`src/hdl/mhd_pkg.sv`:
```
package mhd_pkg;

  // Header layout
  localparam int HDR_LEN    = 26;
  localparam int CNT_W      = 17;
  localparam int CFG_DATA_W = 16;
  localparam int CFG_ADDR_W = 2;

  localparam logic [CNT_W-1:0] COUNT_MAX = '1;

  // Accepted message type range
  localparam logic [7:0] TYPE_LO = 8'h34;
  localparam logic [7:0] TYPE_HI = 8'h43;

  // Verdict codes
  typedef enum logic [1:0] {
    ST_OK      = 2'd0,
    ST_LAYOUT  = 2'd1,
    ST_VERSION = 2'd2,
    ST_PARAM   = 2'd3
  } status_t;

  // Configuration register indexes
  typedef enum logic [CFG_ADDR_W-1:0] {
    CFG_VERSION  = 2'd0,
    CFG_MAX_LEN  = 2'd1,
    CFG_CHAN     = 2'd2,
    CFG_RESERVED = 2'd3
  } cfg_addr_t;

  // One front-to-back word: up to two results sharing the header snapshot
  typedef struct packed {
    logic        has_body;
    logic        has_verdict;
    logic [7:0]  body;
    status_t     status;
    logic [7:0]  msg_type;
    logic [31:0] request;
    logic [31:0] generation;
    logic [63:0] cookie;
    logic [15:0] length;
  } entry_t;

  // Expected magic byte at header offsets 0..3
  function automatic logic [7:0] magic_byte(input logic [1:0] idx);
    logic [7:0] m;
    case (idx)
      2'd0:    m = 8'h4E;
      2'd1:    m = 8'h43;
      2'd2:    m = 8'h4C;
      default: m = 8'h31;
    endcase
    return m;
  endfunction

endpackage

```
`src/hdl/mhd_if.sv`:
```
// Payload byte channel
interface mhd_byte_if;
  logic       valid;
  logic       ready;
  logic [7:0] data_byte;
  logic       end_of_payload;
  logic [7:0] carrier_type;

  modport source (output valid, data_byte, end_of_payload, carrier_type, input ready);
  modport sink   (input valid, data_byte, end_of_payload, carrier_type, output ready);
endinterface

// Result channel
interface mhd_res_if;
  logic        valid;
  logic        ready;
  logic        kind;
  logic [7:0]  body_byte;
  logic [7:0]  frame_type;
  logic [31:0] request_ident;
  logic [31:0] generation;
  logic [63:0] cookie;
  logic [15:0] body_length;
  logic [1:0]  status;
  logic        last;

  modport source (output valid, kind, body_byte, frame_type, request_ident, generation,
                  cookie, body_length, status, last, input ready);
  modport sink   (input valid, kind, body_byte, frame_type, request_ident, generation,
                  cookie, body_length, status, last, output ready);
endinterface

// Configuration write channel
interface mhd_cfg_if;
  logic        valid;
  logic        ready;
  logic [1:0]  addr;
  logic [15:0] wdata;

  modport source (output valid, addr, wdata, input ready);
  modport sink   (input valid, addr, wdata, output ready);
endinterface

```
`src/hdl/mhd_front.sv`:
```
module mhd_front (
  input  logic            clk,
  input  logic            rst,
  mhd_byte_if.sink        payload,
  mhd_cfg_if.sink         cfg,
  input  logic            q_ready,
  output logic            q_push,
  output mhd_pkg::entry_t q_entry
);
  import mhd_pkg::*;

  logic [7:0]       expected_version;
  logic [15:0]      max_body_length;
  logic [7:0]       data_channel_type;

  logic [CNT_W-1:0] byte_count, byte_count_next;
  status_t          first_error, first_error_next;
  logic [7:0]       latched_carrier, latched_carrier_next;
  logic [7:0]       type_reg, type_reg_next;
  logic [31:0]      request_reg, request_reg_next;
  logic [31:0]      generation_reg, generation_reg_next;
  logic [63:0]      cookie_reg, cookie_reg_next;
  logic [15:0]      length_reg, length_reg_next;

  logic             accept;
  logic [4:0]       hp;
  logic [7:0]       b;
  logic             in_hdr;
  logic             fail;
  status_t          fail_code;
  logic             body_ok;
  status_t          verdict;
  logic [15:0]      len_full;

  // Nothing is taken while reset is held
  assign cfg.ready     = !rst;
  assign payload.ready = q_ready & !rst;
  assign accept        = payload.valid & q_ready & !rst;

  // Configuration registers
  always_ff @(posedge clk) begin
    if (rst) begin
      expected_version  <= 8'd1;
      max_body_length   <= 16'd1024;
      data_channel_type <= 8'd1;
    end else if (cfg.valid) begin
      case (cfg_addr_t'(cfg.addr))
        CFG_VERSION: expected_version  <= cfg.wdata[7:0];
        CFG_MAX_LEN: max_body_length   <= cfg.wdata;
        CFG_CHAN:    data_channel_type <= cfg.wdata[7:0];
        default: ;
      endcase
    end
  end

  // Header parse and checks for the byte on offer
  always_comb begin
    b                    = payload.data_byte;
    hp                   = byte_count[4:0];
    in_hdr               = byte_count < CNT_W'(HDR_LEN);
    latched_carrier_next = (byte_count == '0) ? payload.carrier_type : latched_carrier;
    type_reg_next        = type_reg;
    request_reg_next     = request_reg;
    generation_reg_next  = generation_reg;
    cookie_reg_next      = cookie_reg;
    length_reg_next      = length_reg;
    len_full             = {length_reg[15:8], b};
    fail                 = 1'b0;
    fail_code            = ST_LAYOUT;

    if (in_hdr) begin
      if (hp < 5'd4) begin
        fail = (b != magic_byte(hp[1:0]));
      end else if (hp == 5'd4) begin
        fail      = (b != expected_version);
        fail_code = ST_VERSION;
      end else if (hp == 5'd5) begin
        type_reg_next = b;
        fail = (b < TYPE_LO) || (b > TYPE_HI) ||
               ((latched_carrier != 8'd0) && (latched_carrier != data_channel_type));
      end else if (hp < 5'd8) begin
        fail = (b != 8'd0);
      end else if (hp < 5'd12) begin
        request_reg_next[8*(3-hp[1:0]) +: 8] = b;
      end else if (hp < 5'd16) begin
        generation_reg_next[8*(3-hp[1:0]) +: 8] = b;
      end else if (hp < 5'd24) begin
        cookie_reg_next[8*(7-hp[2:0]) +: 8] = b;
      end else if (hp == 5'd24) begin
        length_reg_next[15:8] = b;
      end else begin
        length_reg_next = len_full;
        fail = (len_full == 16'd0) || (len_full > max_body_length);
      end
    end

    first_error_next = (fail && first_error == ST_OK) ? fail_code : first_error;

    // Body byte passes while the header is clean and within the declared length
    body_ok = !in_hdr && (first_error == ST_OK) &&
              ((byte_count - CNT_W'(HDR_LEN)) < CNT_W'(length_reg));

    byte_count_next = (byte_count == COUNT_MAX) ? byte_count : byte_count + 1'b1;

    // End-of-message verdict
    if (byte_count_next < CNT_W'(HDR_LEN)) begin
      verdict = ST_LAYOUT;
    end else if (first_error_next != ST_OK) begin
      verdict = first_error_next;
    end else if (byte_count_next != CNT_W'(HDR_LEN) + CNT_W'(length_reg_next)) begin
      verdict = ST_LAYOUT;
    end else if (request_reg_next == 32'd0) begin
      verdict = ST_PARAM;
    end else begin
      verdict = ST_OK;
    end

    q_entry.has_body    = body_ok;
    q_entry.has_verdict = payload.end_of_payload;
    q_entry.body        = b;
    q_entry.status      = verdict;
    q_entry.msg_type    = type_reg_next;
    q_entry.request     = request_reg_next;
    q_entry.generation  = generation_reg_next;
    q_entry.cookie      = cookie_reg_next;
    q_entry.length      = length_reg_next;
    q_push              = accept && (body_ok || payload.end_of_payload);
  end

  // Message state; cleared after the final byte
  always_ff @(posedge clk) begin
    if (rst || (accept && payload.end_of_payload)) begin
      byte_count      <= '0;
      first_error     <= ST_OK;
      latched_carrier <= '0;
      type_reg        <= '0;
      request_reg     <= '0;
      generation_reg  <= '0;
      cookie_reg      <= '0;
      length_reg      <= '0;
    end else if (accept) begin
      byte_count      <= byte_count_next;
      first_error     <= first_error_next;
      latched_carrier <= latched_carrier_next;
      type_reg        <= type_reg_next;
      request_reg     <= request_reg_next;
      generation_reg  <= generation_reg_next;
      cookie_reg      <= cookie_reg_next;
      length_reg      <= length_reg_next;
    end
  end

endmodule

```
`src/hdl/mhd_queue.sv`:
```
module mhd_queue (
  input  logic            clk,
  input  logic            rst,
  input  logic            push,
  input  mhd_pkg::entry_t push_entry,
  output logic            push_ready,
  output logic            pop_valid,
  output mhd_pkg::entry_t pop_entry,
  input  logic            pop
);
  import mhd_pkg::*;

  entry_t     slot [2];
  logic       wr_ptr;
  logic       rd_ptr;
  logic [1:0] count;

  assign push_ready = (count != 2'd2);
  assign pop_valid  = (count != 2'd0);
  assign pop_entry  = slot[rd_ptr];

  // Two-word queue between parser and result stage
  always_ff @(posedge clk) begin
    if (rst) begin
      wr_ptr <= 1'b0;
      rd_ptr <= 1'b0;
      count  <= 2'd0;
    end else begin
      if (push) wr_ptr <= ~wr_ptr;
      if (pop)  rd_ptr <= ~rd_ptr;
      count <= count + {1'b0, push} - {1'b0, pop};
    end
  end

  always_ff @(posedge clk) begin
    if (push) slot[wr_ptr] <= push_entry;
  end

endmodule

```
`src/hdl/mhd_back.sv`:
```
module mhd_back (
  input  logic            clk,
  input  logic            rst,
  input  logic            q_valid,
  input  mhd_pkg::entry_t q_entry,
  output logic            q_pop,
  mhd_res_if.source       result
);
  import mhd_pkg::*;

  logic    out_valid;
  logic    half;
  logic    load;
  logic    emit_body;

  logic        kind;
  logic [7:0]  body_byte;
  logic [7:0]  frame_type;
  logic [31:0] request_ident;
  logic [31:0] generation;
  logic [63:0] cookie;
  logic [15:0] body_length;
  status_t     status;
  logic        last;

  // Output register free or being drained this cycle
  assign load      = q_valid && (!out_valid || result.ready);
  assign emit_body = q_entry.has_body && !half;
  assign q_pop     = load && !(emit_body && q_entry.has_verdict);

  always_ff @(posedge clk) begin
    if (rst) begin
      out_valid <= 1'b0;
      half      <= 1'b0;
    end else begin
      if (load) begin
        out_valid <= 1'b1;
        half      <= emit_body && q_entry.has_verdict;
      end else if (result.ready) begin
        out_valid <= 1'b0;
      end
    end
  end

  // Result word: body byte first, verdict after it
  always_ff @(posedge clk) begin
    if (load) begin
      kind          <= !emit_body;
      body_byte     <= emit_body ? q_entry.body : 8'd0;
      status        <= emit_body ? ST_OK : q_entry.status;
      last          <= !(emit_body && q_entry.has_verdict);
      frame_type    <= q_entry.msg_type;
      request_ident <= q_entry.request;
      generation    <= q_entry.generation;
      cookie        <= q_entry.cookie;
      body_length   <= q_entry.length;
    end
  end

  assign result.valid         = out_valid;
  assign result.kind          = kind;
  assign result.body_byte     = body_byte;
  assign result.frame_type    = frame_type;
  assign result.request_ident = request_ident;
  assign result.generation    = generation;
  assign result.cookie        = cookie;
  assign result.body_length   = body_length;
  assign result.status        = status;
  assign result.last          = last;

endmodule

```
`src/hdl/message_header_deframer_unit.sv`:
```
// Channel   Dir  Word
// payload   in   data_byte, end_of_payload, carrier_type
// cfg       in   addr (register index), wdata
// result    out  kind, body_byte, frame_type, request_ident, generation,
//                cookie, body_length, status, last
//
// One payload byte is taken per cycle unless the queue is full; the parser does
// one counter compare and one field insert per byte. A byte that ends the payload
// inside the body gives two result words, body byte first, then the verdict.
// A two-word queue separates parser and output, so either side may stall alone.
// Synchronous reset restores register defaults and clears the message state;
// no word is taken while it is held.
module message_header_deframer_unit (
  input  logic      clk,
  input  logic      rst,
  mhd_byte_if.sink  payload,
  mhd_cfg_if.sink   cfg,
  mhd_res_if.source result
);
  import mhd_pkg::*;

  logic   push;
  logic   push_ready;
  entry_t push_entry;
  logic   pop_valid;
  logic   pop;
  entry_t pop_entry;

  mhd_front u_front (
    .clk     (clk),
    .rst     (rst),
    .payload (payload),
    .cfg     (cfg),
    .q_ready (push_ready),
    .q_push  (push),
    .q_entry (push_entry)
  );

  mhd_queue u_queue (
    .clk        (clk),
    .rst        (rst),
    .push       (push),
    .push_entry (push_entry),
    .push_ready (push_ready),
    .pop_valid  (pop_valid),
    .pop_entry  (pop_entry),
    .pop        (pop)
  );

  mhd_back u_back (
    .clk     (clk),
    .rst     (rst),
    .q_valid (pop_valid),
    .q_entry (pop_entry),
    .q_pop   (pop),
    .result  (result)
  );

endmodule

```
`src/flat_wrapper.sv`:
```
// flat-port wrapper written by rule: the top's interface ports become plain ports
module message_header_deframer_unit_flat import mhd_pkg::*;
  (clk, rst, payload_valid, payload_data_byte, payload_end_of_payload, payload_carrier_type, payload_ready, cfg_valid, cfg_addr, cfg_wdata, cfg_ready, result_valid, result_kind, result_body_byte, result_frame_type, result_request_ident, result_generation, result_cookie, result_body_length, result_status, result_last, result_ready);
  mhd_byte_if payload_i ();
  mhd_cfg_if cfg_i ();
  mhd_res_if result_i ();
  input  logic clk;
  input  logic rst;
  input wire logic [$bits(payload_i.valid)-1:0] payload_valid;
  input wire logic [$bits(payload_i.data_byte)-1:0] payload_data_byte;
  input wire logic [$bits(payload_i.end_of_payload)-1:0] payload_end_of_payload;
  input wire logic [$bits(payload_i.carrier_type)-1:0] payload_carrier_type;
  output wire logic [$bits(payload_i.ready)-1:0] payload_ready;
  input wire logic [$bits(cfg_i.valid)-1:0] cfg_valid;
  input wire logic [$bits(cfg_i.addr)-1:0] cfg_addr;
  input wire logic [$bits(cfg_i.wdata)-1:0] cfg_wdata;
  output wire logic [$bits(cfg_i.ready)-1:0] cfg_ready;
  output wire logic [$bits(result_i.valid)-1:0] result_valid;
  output wire logic [$bits(result_i.kind)-1:0] result_kind;
  output wire logic [$bits(result_i.body_byte)-1:0] result_body_byte;
  output wire logic [$bits(result_i.frame_type)-1:0] result_frame_type;
  output wire logic [$bits(result_i.request_ident)-1:0] result_request_ident;
  output wire logic [$bits(result_i.generation)-1:0] result_generation;
  output wire logic [$bits(result_i.cookie)-1:0] result_cookie;
  output wire logic [$bits(result_i.body_length)-1:0] result_body_length;
  output wire logic [$bits(result_i.status)-1:0] result_status;
  output wire logic [$bits(result_i.last)-1:0] result_last;
  input wire logic [$bits(result_i.ready)-1:0] result_ready;
  assign payload_i.valid = payload_valid;
  assign payload_i.data_byte = payload_data_byte;
  assign payload_i.end_of_payload = payload_end_of_payload;
  assign payload_i.carrier_type = payload_carrier_type;
  assign payload_ready = payload_i.ready;
  assign cfg_i.valid = cfg_valid;
  assign cfg_i.addr = cfg_addr;
  assign cfg_i.wdata = cfg_wdata;
  assign cfg_ready = cfg_i.ready;
  assign result_valid = result_i.valid;
  assign result_kind = result_i.kind;
  assign result_body_byte = result_i.body_byte;
  assign result_frame_type = result_i.frame_type;
  assign result_request_ident = result_i.request_ident;
  assign result_generation = result_i.generation;
  assign result_cookie = result_i.cookie;
  assign result_body_length = result_i.body_length;
  assign result_status = result_i.status;
  assign result_last = result_i.last;
  assign result_i.ready = result_ready;
  message_header_deframer_unit u_core (.clk(clk), .rst(rst), .payload(payload_i), .cfg(cfg_i), .result(result_i));
endmodule
```
`config.mk`:
```
export PLATFORM = sky130hd
export DESIGN_NAME = message_header_deframer_unit_flat
export DESIGN_NICKNAME = d
export VERILOG_FILES = /design/src/hdl/mhd_pkg.sv /design/src/hdl/mhd_if.sv /design/src/hdl/mhd_front.sv /design/src/hdl/mhd_queue.sv /design/src/hdl/mhd_back.sv /design/src/hdl/message_header_deframer_unit.sv /design/src/flat_wrapper.sv
export SDC_FILE = /design/constraint.sdc
export NUM_CORES = 1
export LEC_CHECK = 0
export BUFFER_PORTS_ARGS = -buffer_cell sky130_fd_sc_hd__buf_2
export CAP_MARGIN = 20
export CORE_ASPECT_RATIO = 1.2
export CORE_MARGIN = 3
export CORE_UTILIZATION = 56
export DETAILED_ROUTE_END_ITERATION = 8
export MAX_ROUTING_LAYER = met4
export PLACE_DENSITY = 0.83
export RECOVER_POWER = 100
export SYNTH_ARGS = -nofsm -noshare
export SYNTH_HDL_FRONTEND = slang
export SYNTH_SLANG_ARGS = --single-unit
```
`constraint.sdc`:
```
create_clock -name clk -period 10.3 [get_ports clk]
set_clock_uncertainty 0.1 [all_clocks]
set_input_delay 0 -clock clk [delete_from_list [all_inputs] [get_ports clk]]
set_output_delay 0 -clock clk [all_outputs]
set_load 0.005 [all_outputs]
```
==> reports/summary.json, run 1 <==
{
  "synthesis": {
    "synthesis.instances": 2434,
    "synth_fp_nets": 2527,
    "synth.lib_cells_used.distinct": 80,
    "synth-edff-count": 492,
    "syn_area_per_cell_um2": 12.4,
    "synth_ff_type": "edfxtp_1",
    "async_reset_ff_share_pct": 0,
    "synth_seq_area_share_pct": 63.5,
    "synth.ff_latch_count": 710,
    "synth_warnings": 0,
    "syn_area_um2": 30200
  },
  "clocking": {
    "clock_tree.htree_level_count": 3,
    "cts_max_path_buffers": 3,
    "cts_tree": "yes",
    "cts_sinks": 710,
    "cts.clk_slew.worst_paths_ns": 0.07,
    "post-cts-setup-buffers": 0,
    "clkLatencyLatePin_ns": 0.61,
    "cts_made_buffers": 66,
    "cts_hold_buf": 54,
    "clock-root-buffer": "clkbuf_16",
    "cts_resized": 0
  },
  "die": {
    "design.core.area_um2": 53000,
    "die_y_um": 260,
    "boundaryPins": 207,
    "floorplan.rows": 92,
    "die_width_um": 218,
    "initial_utilization_pct": 57.0,
    "dieArea_um2": 56700
  },
  "power_and_ir_drop": {
    "power.density_cell_area_nw_per_um2": 219,
    "seq_power_share_pct": 49.8,
    "power.internal_w": 0.00546,
    "switching_power_of_the_nets_w": 0.00203,
    "proportion_of_power_drawn_by_the_clock_network_pct": 32.3,
    "power.combinational.fraction_pct": 17.9,
    "p_leak_nw": 12.4,
    "switch_share_pct": 27.1,
    "vdd_ir_drop_max_v": 0.000175,
    "design_power_total_w": 0.00749
  },
  "sta": {
    "setup_viol": 0,
    "timing.setup.tns_ns": 0,
    "max-slew-margin-rel_pct": -179,
    "least_margin_pin_slew_ns": 4.19,
    "final_hold_viol_count": 0,
    "grt_setup_unrepaired": "no",
    "fin_hold_ws_ns": 0.0658,
    "post-route-min-period_ns": 7.22,
    "number_of_pins_with_negative_max_slew_slack_in_the_final_report": 779,
    "fmax_mhz": 139,
    "final.period_utilization_pct": 70.1
  },
  "routing": {
    "remaining_drc_errors": 0,
    "routed_via_density": 6.00,
    "wl_per_cell_um": 22.9,
    "totalWireLength_um": 78000,
    "via_count": 20500,
    "drt_pre_antenna_iters": 6,
    "number_of_design_rule_violations_left_by_the_first_detailed_router_iteration": 1972,
    "postRouteAntennaNets": 0
  },
  "worst_setup_path": {
    "r2r_end": "u_core.u_queue.slot[0][162]",
    "path_cells": "clkinv_1 > ha_1 > and3b_1 > nor3_1 > xor2_1 > ha_1 > a21o_1 > a21oi_1 > o21ai_0 > a2111oi_0 > o21a_1 > o211a_1 > clkbuf_2",
    "timing.critical_path.fanout_max": 73,
    "critical_path_required_ns": 10.38,
    "path_common_cell": "ha_1",
    "logic_depth_of_the_worst_register_to_register_path": 13,
    "endpoint_kind": "flip-flop",
    "crit_type": "flip-flop to flip-flop",
    "critical-path-max-stage-delay_ns": 1.61,
    "rr_startpoint": "u_core.u_front.byte_count[2]",
    "worstPathArrival_ns": 7.30,
    "setup.worst_path.start_class": "flip-flop",
    "setup.reg_to_reg.worst_slack_ns": 3.08,
    "crit_path_top_delay_cell": "clkbuf_2"
  },
  "global_route": {
    "number_of_global_route_vias_before_repair": 20400,
    "grt_use_total_pct": 28.1,
    "pin_count_of_the_biggest_net_entering_global_routing": 103,
    "grt_first_pass_wirelength_um": 119000,
    "grt_antenna_before_repair": 0,
    "gr-total-overflow": 0
  },
  "status": {
    "violations": "capacitance limit, slew limit",
    "status": "finished, violations left"
  },
  "worst_hold_path": {
    "hold_path.startpoint": "payload_carrier_type[2]",
    "min-delay-path-class": "primary input to flip-flop",
    "whs_path_depth": 4,
    "timing.hold.worst_endpoint": "u_core.u_front.latched_carrier[2]"
  },
  "run": {
    "maxCapViolations": 20
  },
  "placed_design": {
    "port-buffer-count": 206,
    "final_weighted_congestion_in_routability_driven_placement": 1.00,
    "detailedPlacementHpwl_um": 49400
  },
  "final_layout": {
    "mostFrequentLayoutCells": "492 x edfxtp_1, 337 x nor2_1, 218 x dfxtp_1, 150 x nand2_1, 143 x clkbuf_1",
    "postLayoutCoreUtil_pct": 64.6,
    "largest_register_ff_count": 328,
    "diodes": 0,
    "area_growth_syn_to_layout_pct": 13.4,
    "finalNetCount": 2747,
    "most_common_cell_after_layout_fill_and_taps_aside": "edfxtp_1",
    "share_of_post_route_cells_with_drive_strength_above_1_pct": 12.0
  }
}
[synthesized netlist by cell type (4+ instances only)]
master     instances  area [µm²]
and4_1             4        35.0
nand2_1          151         567
nand3_1           33         165
edfxtp_1         492       14800
or2_2              6        37.5
nor4b_1            4        35.0
xnor2_1           30         263
o21ai_0           48         240
nor3_1           132         661
nand3b_1           8        60.1
and3_1            15        93.8
a21oi_1           89         445
mux2i_1           67         671
nand2b_1           5        31.3
a31oi_1            8        50.1
mux2_2           245        2760
nor4_1            22         138
nor2_1           337        1260
nand4_1           23         144
nor2b_1            8        50.1
nor3b_1            5        37.5
or4_4              4        45.0
o31ai_1            4        30.0
xor2_1            36         315
inv_1             81         304
a211oi_1          33         248
o211ai_1           5        37.5
o22ai_1            6        37.5
o21a_1            12        90.1
dfxtp_1          218        4360
and2_1            20         125
or3_1             13        81.3
clkbuf_1         112         420
a21o_1             9        67.6
buf_1             20        75.1
o2111ai_1          6        52.6
ha_1              53         663
[area by class of cell]
| cell class | count | area [µm²] |
|---|---|---|
| clock buffer | 91 | 1880 |
| clock inverter | 28 | 267 |
| fill | 3803 | 18800 |
| inverter | 84 | 315 |
| multi-input combinational | 1503 | 10100 |
| sequential | 710 | 19100 |
| tap | 705 | 882 |
| timing repair buffer | 289 | 1590 |
[critical path: cells and delay by family (launching register included)]
kind / cells / cell delay, ns
adder cells (fa/ha/maj): 2 / 0.66
XOR/XNOR: 1 / 0.17
AND/OR/NAND/NOR: 2 / 0.55
AO/OA/AOI/OAI: 6 / 2.55
buffers and inverters: 2 / 1.98
flip-flops: 1 / 0.71
[metal layers]
layer / share of wire [%] / global-route usage, % / wire [µm]
met1: 38 / 34.3 / 29300
met2: 50 / 47.0 / 39300
met3: 7.4 / 4.55 / 5790
met4: 4.5 / 11.8 / 3540
met5: 0 / - / 0
[power groups by stage]
| stage | Clock [W] | Sequential, W | Combinational, W |
|---|---|---|---|
| 6_report | 0.00242 | 0.00373 | 0.00134 |
| 5_1_grt | 0.00256 | 0.00377 | 0.00145 |
| 4_1_cts | 0.00244 | 0.00370 | 0.00137 |
| 2_1_floorplan | 0 | 0.00380 | 0.000803 |
| 3_3_place_gp | 0 | 0.00374 | 0.00130 |
| 3_5_place_dp | 0 | 0.00376 | 0.00134 |
[logic make-up after synthesis]
| group | synth area share (%) |
|---|---|
| buffers and inverters | 2.81 |
| and+or+nand+nor | 12.5 |
| muxes | 11.4 |
| xor gates and xnor gates | 2.14 |
| DFF | 63.5 |
| AOI/OAI and AO/OA | 5.46 |
| adders and majority gates | 2.20 |
[how the worst max path moves through the flow]
stage | start | to | slack [ns] | depth (start not counted)
2_1_floorplan | u_core.u_front.byte_count[1] | u_core.u_queue.slot[0][0] | 3.45 | 13
3_3_place_gp | u_core.u_front.byte_count[2] | u_core.u_queue.slot[1][163] | 4.56 | 13
3_5_place_dp | u_core.u_front.byte_count[2] | u_core.u_queue.slot[0][14] | 4.41 | 13
4_1_cts | u_core.u_front.byte_count[2] | u_core.u_queue.slot[0][162] | 4.38 | 13
5_1_grt | u_core.u_front.byte_count[2] | u_core.u_queue.slot[0][159] | 2.61 | 13
6_report | u_core.u_front.byte_count[2] | u_core.u_queue.slot[0][162] | 3.08 | 13
[stage by stage]
step	cells	setup WS, ns	area (µm²)
after floorplan	2434	3.45	30200
after CTS	3410	4.38	34500
after global routing	3410	2.61	34200
after global placement	3237	4.56	31800
after detailed placement	3237	4.41	31800
final	3410	3.08	34200
Power figures use the tool's default switching activity.
==> inputs of run 2 (changes only) <==
clock period = 6.8 ns   (was 10.3 ns; I/O delays follow)
==> run 2 against run 1 <==
The flow still finishes with violations (capacitance limit, slew limit). Die area is the same. Global-route usage grew 0.063 points. Hold slack gained 0.0098 ns. Critical path depth is the same. Via count grew 0.78%. Sequential share of layout area shrank 0.40 points. Count of clock-buffer cells in the layout grew 6. Sequential power grew 52%. Final cell count grew 0.44%. Wire length grew 0.63%. Utilization grew 0.46 points. Largest cell class unchanged.
==> reports/summary.json, run 2 (synthesis results as in run 1) <==
{
  "status": {
    "violations": "capacitance limit, slew limit",
    "status": "finished, violations left"
  },
  "die": {
    "dieArea_um2": 56700,
    "die_y_um": 260,
    "design.core.area_um2": 53000,
    "boundaryPins": 207,
    "floorplan.rows": 92,
    "die_width_um": 218,
    "initial_utilization_pct": 57.0
  },
  "routing": {
    "remaining_drc_errors": 0,
    "routed_via_density": 6.02,
    "totalWireLength_um": 78500,
    "postRouteAntennaNets": 0,
    "wl_per_cell_um": 22.9,
    "number_of_design_rule_violations_left_by_the_first_detailed_router_iteration": 2006,
    "via_count": 20600,
    "drt_pre_antenna_iters": 6
  },
  "placed_design": {
    "final_weighted_congestion_in_routability_driven_placement": 0.930,
    "placement.setup.worst_slack_ns": 1.33,
    "detailedPlacementHpwl_um": 50200,
    "port-buffer-count": 206
  },
  "clocking": {
    "clock_tree.htree_level_count": 3,
    "cts_tree": "yes",
    "clock-root-buffer": "clkbuf_16",
    "cts_max_path_buffers": 3,
    "clkLatencyLatePin_ns": 0.61,
    "post-cts-setup-buffers": 0,
    "cts_made_buffers": 67,
    "cts.clk_slew.worst_paths_ns": 0.06,
    "cts_sinks": 710
  },
  "worst_setup_path": {
    "worstPathBufferInverterCount": 2,
    "timing.critical_path.fanout_max": 50,
    "critical_path_required_ns": 6.93,
    "crit_start": "u_core.u_front.byte_count[2]",
    "crit_path_top_delay_cell": "o211a_4",
    "setup.worst_path.start_class": "flip-flop",
    "crit_type": "flip-flop to flip-flop",
    "endpoint_kind": "flip-flop",
    "timing.critical_path.max_delay_family": "compound AO/OA/AOI/OAI gates",
    "worstPathArrival_ns": 6.09,
    "path_cells": "clkinv_1 > ha_1 > and3b_1 > nor3_1 > xor2_1 > ha_1 > a21o_1 > a21oi_1 > o21ai_0 > a2111oi_0 > o21a_1 > o211a_4 > clkbuf_2",
    "path_common_cell": "ha_1",
    "rr_startpoint": "u_core.u_front.byte_count[2]",
    "critical-path-max-stage-delay_ns": 0.83
  },
  "sta": {
    "post-route-min-period_ns": 5.96,
    "final_hold_viol_count": 0,
    "timing.final.ws_setup_ns": 0.838,
    "number_of_pins_with_negative_max_slew_slack_in_the_final_report": 614,
    "max-slew-margin-rel_pct": -160,
    "final.period_utilization_pct": 87.7,
    "setup_viol": 0,
    "fmax_mhz": 168,
    "grt_setup_unrepaired": "no",
    "timing.setup.tns_ns": 0,
    "least_margin_pin_slew_ns": 3.91
  },
  "global_route": {
    "grt_antenna_before_repair": 3,
    "grt_first_pass_wirelength_um": 119000,
    "gr-total-overflow": 0,
    "pin_count_of_the_biggest_net_entering_global_routing": 104,
    "number_of_global_route_vias_before_repair": 20400,
    "grt_use_total_pct": 28.2
  },
  "final_layout": {
    "most_common_cell_after_layout_fill_and_taps_aside": "edfxtp_1",
    "postLayoutCoreUtil_pct": 65.0,
    "mostFrequentLayoutCells": "492 x edfxtp_1, 337 x nor2_1, 218 x dfxtp_1, 153 x clkbuf_1",
    "num-fill-cells": 3791,
    "area_growth_syn_to_layout_pct": 14.2,
    "finalNetCount": 2757,
    "largest_register_ff_count": 328,
    "share_of_post_route_cells_with_drive_strength_above_1_pct": 11.6
  },
  "power_and_ir_drop": {
    "power.density_cell_area_nw_per_um2": 332,
    "vdd_ir_drop_max_v": 0.000226,
    "design_power_total_w": 0.0114,
    "p_leak_nw": 12.5
  },
  "worst_hold_path": {
    "min-delay-path-class": "primary input to flip-flop",
    "hold_path.startpoint": "payload_carrier_type[0]"
  },
  "run": {
    "maxCapViolations": 17
  }
}
[run 2: layer usage]
metal | global-route usage [%] | share of wire, % | vias to the layer above
met5 | - | 0 | -
met3 | 4.44 | 6.6 | 214
li1 | - | - | 9298
met4 | 11.3 | 4.1 | 0
met2 | 47.2 | 51 | 941
met1 | 34.5 | 39 | 10200
[run 2: worst paths after layout]
path / to / slack, ns / cells after the start
worst max-delay path: u_core.u_queue.slot[1][80] / 0.84 / 13
worst max register to register: u_core.u_queue.slot[1][80] / 0.84 / 13
worst min-delay path: u_core.u_front.latched_carrier[0] / 0.08 / 4
worst min register to register: u_core.u_front.cookie_reg[50] / 0.36 / 2
[run 2: timing repair]
item,4_1_cts,5_1_grt
hold buffers,59,0
gates resized for setup,0,0
endpoints found under the hold margin,63,0
[run 2: power breakdown]
group	internal [W]	switching [W]
clock network	0.00220	0.00157
logic	0.000727	0.00128
registers	0.00543	0.000236
[run 2: final cells by class]
class | count | area [µm²] | share of cell area, %
flip-flops and latches | 710 | 19100 | 55.6
multi-input cells | 1503 | 10200 | 29.5
clock buffers | 97 | 1910 | 5.56
repair buffers | 298 | 1710 | 4.97
well taps | 705 | 882 | 2.56
clock inverters | 26 | 317 | 0.919
inverters | 84 | 315 | 0.916
diodes | 2 | 5.00 | 0.0145
[run 2: worst reg2reg max path, stage by stage (launching register included)]
cell and delay (ns):
dfxtp_1 0.71, clkinv_1 0.36, ha_1 0.34, and3b_1 0.46
nor3_1 0.11, xor2_1 0.17, ha_1 0.31, a21o_1 0.18
a21oi_1 0.12, o21ai_0 0.12, a2111oi_0 0.69, o21a_1 0.32
o211a_4 0.83, clkbuf_2 0.75
[run 2: per-stage QoR]
step | instances | hold slack [ns] | cell area [µm²]
after detailed placement | 3241 | 0.142 | 31900
after global placement | 3241 | 0.133 | 31900
after CTS | 3423 | 0.0141 | 34800
final | 3425 | 0.0756 | 34400
after floorplan | 2434 | -0.0603 | 30200
after global routing | 3425 | 0.0999 | 34400
==> inputs of run 3 (changes only) <==
CELL_PAD_IN_SITES_DETAIL_PLACEMENT = 0   (was unset)
CELL_PAD_IN_SITES_GLOBAL_PLACEMENT = 2   (was unset)
CORE_UTILIZATION = 45   (was 56)
PLACE_DENSITY = 0.93   (was 0.83)
clock period = 6.9 ns   (was 6.8 ns; I/O delays follow)
==> run 3 against run 2 <==
Count of clock-buffer cells in the layout up 3. Via count down 4.1%. Clock power rose by 5%. The run still ends with capacitance limit, slew limit left. Register-to-register slack improved by 0.07 ns. Global-route usage decreased by 5.5 points. Critical path type unchanged. Design area up 0.90%.
==> reports/summary.json, run 3 (synthesis results as in run 1) <==
{
  "status": {
    "status": "finished, violations left",
    "violations": "capacitance limit, slew limit"
  },
  "routing": {
    "routed_via_density": 5.48,
    "number_of_design_rule_violations_left_by_the_first_detailed_router_iteration": 1681,
    "totalWireLength_um": 78500,
    "postRouteAntennaNets": 0,
    "drt_pre_antenna_iters": 5,
    "via_count": 19800,
    "wl_per_cell_um": 21.7,
    "remaining_drc_errors": 0
  },
  "sta": {
    "timing.final.ws_setup_ns": 0.912,
    "max-slew-margin-rel_pct": -106,
    "post-route-min-period_ns": 5.99,
    "final_hold_viol_count": 0,
    "fmax_mhz": 167,
    "number_of_pins_with_negative_max_slew_slack_in_the_final_report": 574,
    "timing.setup.tns_ns": 0,
    "grt_setup_unrepaired": "no",
    "least_margin_pin_slew_ns": 3.09,
    "final.period_utilization_pct": 86.8,
    "setup_viol": 0
  },
  "clocking": {
    "cts_max_path_buffers": 3,
    "cts.clk_slew.worst_paths_ns": 0.06,
    "cts_sinks": 710,
    "clock_tree.htree_level_count": 3,
    "clock-root-buffer": "clkbuf_16",
    "clkLatencyLatePin_ns": 0.61,
    "cts_tree": "yes",
    "cts_resized": 0,
    "cts_made_buffers": 74
  },
  "worst_setup_path": {
    "crit_type": "flip-flop to flip-flop",
    "setup.worst_path.end": "u_core.u_queue.slot[0][58]",
    "critical_path_required_ns": 7.03,
    "setup.reg_to_reg.worst_slack_ns": 0.91,
    "timing.critical_path.max_delay_family": "compound AO/OA/AOI/OAI gates",
    "endpoint_kind": "flip-flop",
    "crit_cells": 13,
    "setup.worst_path.start_class": "flip-flop",
    "crit_path_top_delay_cell": "o211a_1",
    "path_cells": "clkinv_1 > ha_1 > and3b_1 > nor3_1 > xor2_1 > ha_1 > a21o_1 > a21oi_1 > o21ai_0 > a2111oi_0 > o21a_1 > o211a_1 > clkbuf_2",
    "timing.critical_path.fanout_max": 30,
    "r2r_end": "u_core.u_queue.slot[0][58]",
    "logic_depth_of_the_worst_register_to_register_path": 13,
    "worstPathBufferInverterCount": 2,
    "path_common_cell": "ha_1",
    "worstPathArrival_ns": 6.11,
    "critical-path-max-stage-delay_ns": 0.82,
    "rr_startpoint": "u_core.u_front.byte_count[2]",
    "crit_start": "u_core.u_front.byte_count[2]"
  },
  "placed_design": {
    "final_weighted_congestion_in_routability_driven_placement": 0.872,
    "placed_cells_incl_taps": 3420,
    "port-buffer-count": 206,
    "placement.setup.worst_slack_ns": 1.49,
    "detailedPlacementHpwl_um": 52000
  },
  "die": {
    "boundaryPins": 207,
    "floorplan.rows": 103,
    "die_width_um": 242,
    "initial_utilization_pct": 45.6,
    "dieArea_um2": 70200,
    "design.core.area_um2": 66100,
    "die_y_um": 290
  },
  "final_layout": {
    "layoutNonFillerInstCount": 3609,
    "finalNetCount": 2750,
    "largest_register_ff_count": 328,
    "postLayoutCoreUtil_pct": 52.6,
    "diodes": 0,
    "multi_input_combinational_cell_area_um2": 10200,
    "num-fill-cells": 5647,
    "most_common_cell_after_layout_fill_and_taps_aside": "edfxtp_1",
    "share_of_post_route_cells_with_drive_strength_above_1_pct": 11.4,
    "mostFrequentLayoutCells": "492 x edfxtp_1, 337 x nor2_1, 218 x dfxtp_1, 158 x mux2_1, 152 x clkbuf_1",
    "area.sequential_um2": 19100,
    "area_growth_syn_to_layout_pct": 15.2
  },
  "worst_hold_path": {
    "min-delay-path-class": "primary input to flip-flop"
  },
  "global_route": {
    "grt_first_pass_wirelength_um": 118000,
    "grt_use_total_pct": 22.6,
    "pin_count_of_the_biggest_net_entering_global_routing": 112,
    "number_of_global_route_vias_before_repair": 19700,
    "gr-total-overflow": 0,
    "grt_antenna_before_repair": 0
  },
  "power_and_ir_drop": {
    "vdd_ir_drop_max_v": 0.000253,
    "power.density_cell_area_nw_per_um2": 329,
    "design_power_total_w": 0.0114,
    "p_leak_nw": 12.5
  },
  "run": {
    "maxCapViolations": 15
  }
}
-- run 3: cell count changes in the layout (fill, tap and decap cells not counted), moves of 7 or more --
cell,before,now
mux2_2,96,88
dlygate4sd3_1,59,52
buf_2,89,75
mux2_1,150,158
clkbuf_16,71,79
-- run 3: stage by stage --
step / hold slack [ns] / area, µm²
3_3_place_gp: 0.137 / 32100
6_report: 0.0309 / 34700
3_5_place_dp: 0.142 / 32100
5_1_grt: 0.0780 / 34700
2_1_floorplan: -0.0603 / 30200
4_1_cts: 0.00604 / 35000
-- run 3: layout make-up --
type / instances / share of cell area (%)
clock buffers: 100 / 6.18
clock inverters: 36 / 0.814
inverters: 84 / 0.907
multi-input cells: 1503 / 29.2
flip-flops and latches: 710 / 55.1
well taps: 892 / 3.21
repair buffers: 284 / 4.56
-- run 3: tightest hold or removal path, stage by stage --
cell,delay (ns)
buf_2,0.12
and3b_1,0.37
nand2_1,0.15
a21oi_1,0.05
-- run 3: how the worst min path moves through the flow --
stage	start	end	slack (ns)	depth (start not counted)
CTS	cfg_addr[0]	u_core.u_front.max_body_length[5]	0.006	4
global placement	payload_carrier_type[6]	u_core.u_front.latched_carrier[6]	0.14	3
finish	cfg_addr[0]	u_core.u_front.max_body_length[5]	0.03	4
global route	cfg_addr[0]	u_core.u_front.max_body_length[3]	0.08	4
detailed placement	cfg_wdata[10]	u_core.u_front.max_body_length[10]	0.14	3
floorplan	rst	payload_ready	-0.06	1
-- run 3: routing by layer --
metal / vias to the layer above / GRT usage (%) / wire length (µm)
li1: 9273 / - / -
met4: 0 / 9.79 / 3090
met2: 593 / 38.2 / 39400
met3: 160 / 3.31 / 3720
met1: 9747 / 27.4 / 32200
met5: - / - / 0
-- run 3: repair_timing --
action,4_1_cts,5_1_grt
hold endpoints to repair,97,0
hold buffers,52,0
setup buffers,0,0
-- run 3: power by group --
group	total [W]	switching [W]	internal, W
clock	0.00394	0.00166	0.00228
sequential	0.00558	0.000235	0.00535
combinational	0.00192	0.00124	0.000685
total	0.0114	0.00313	0.00831
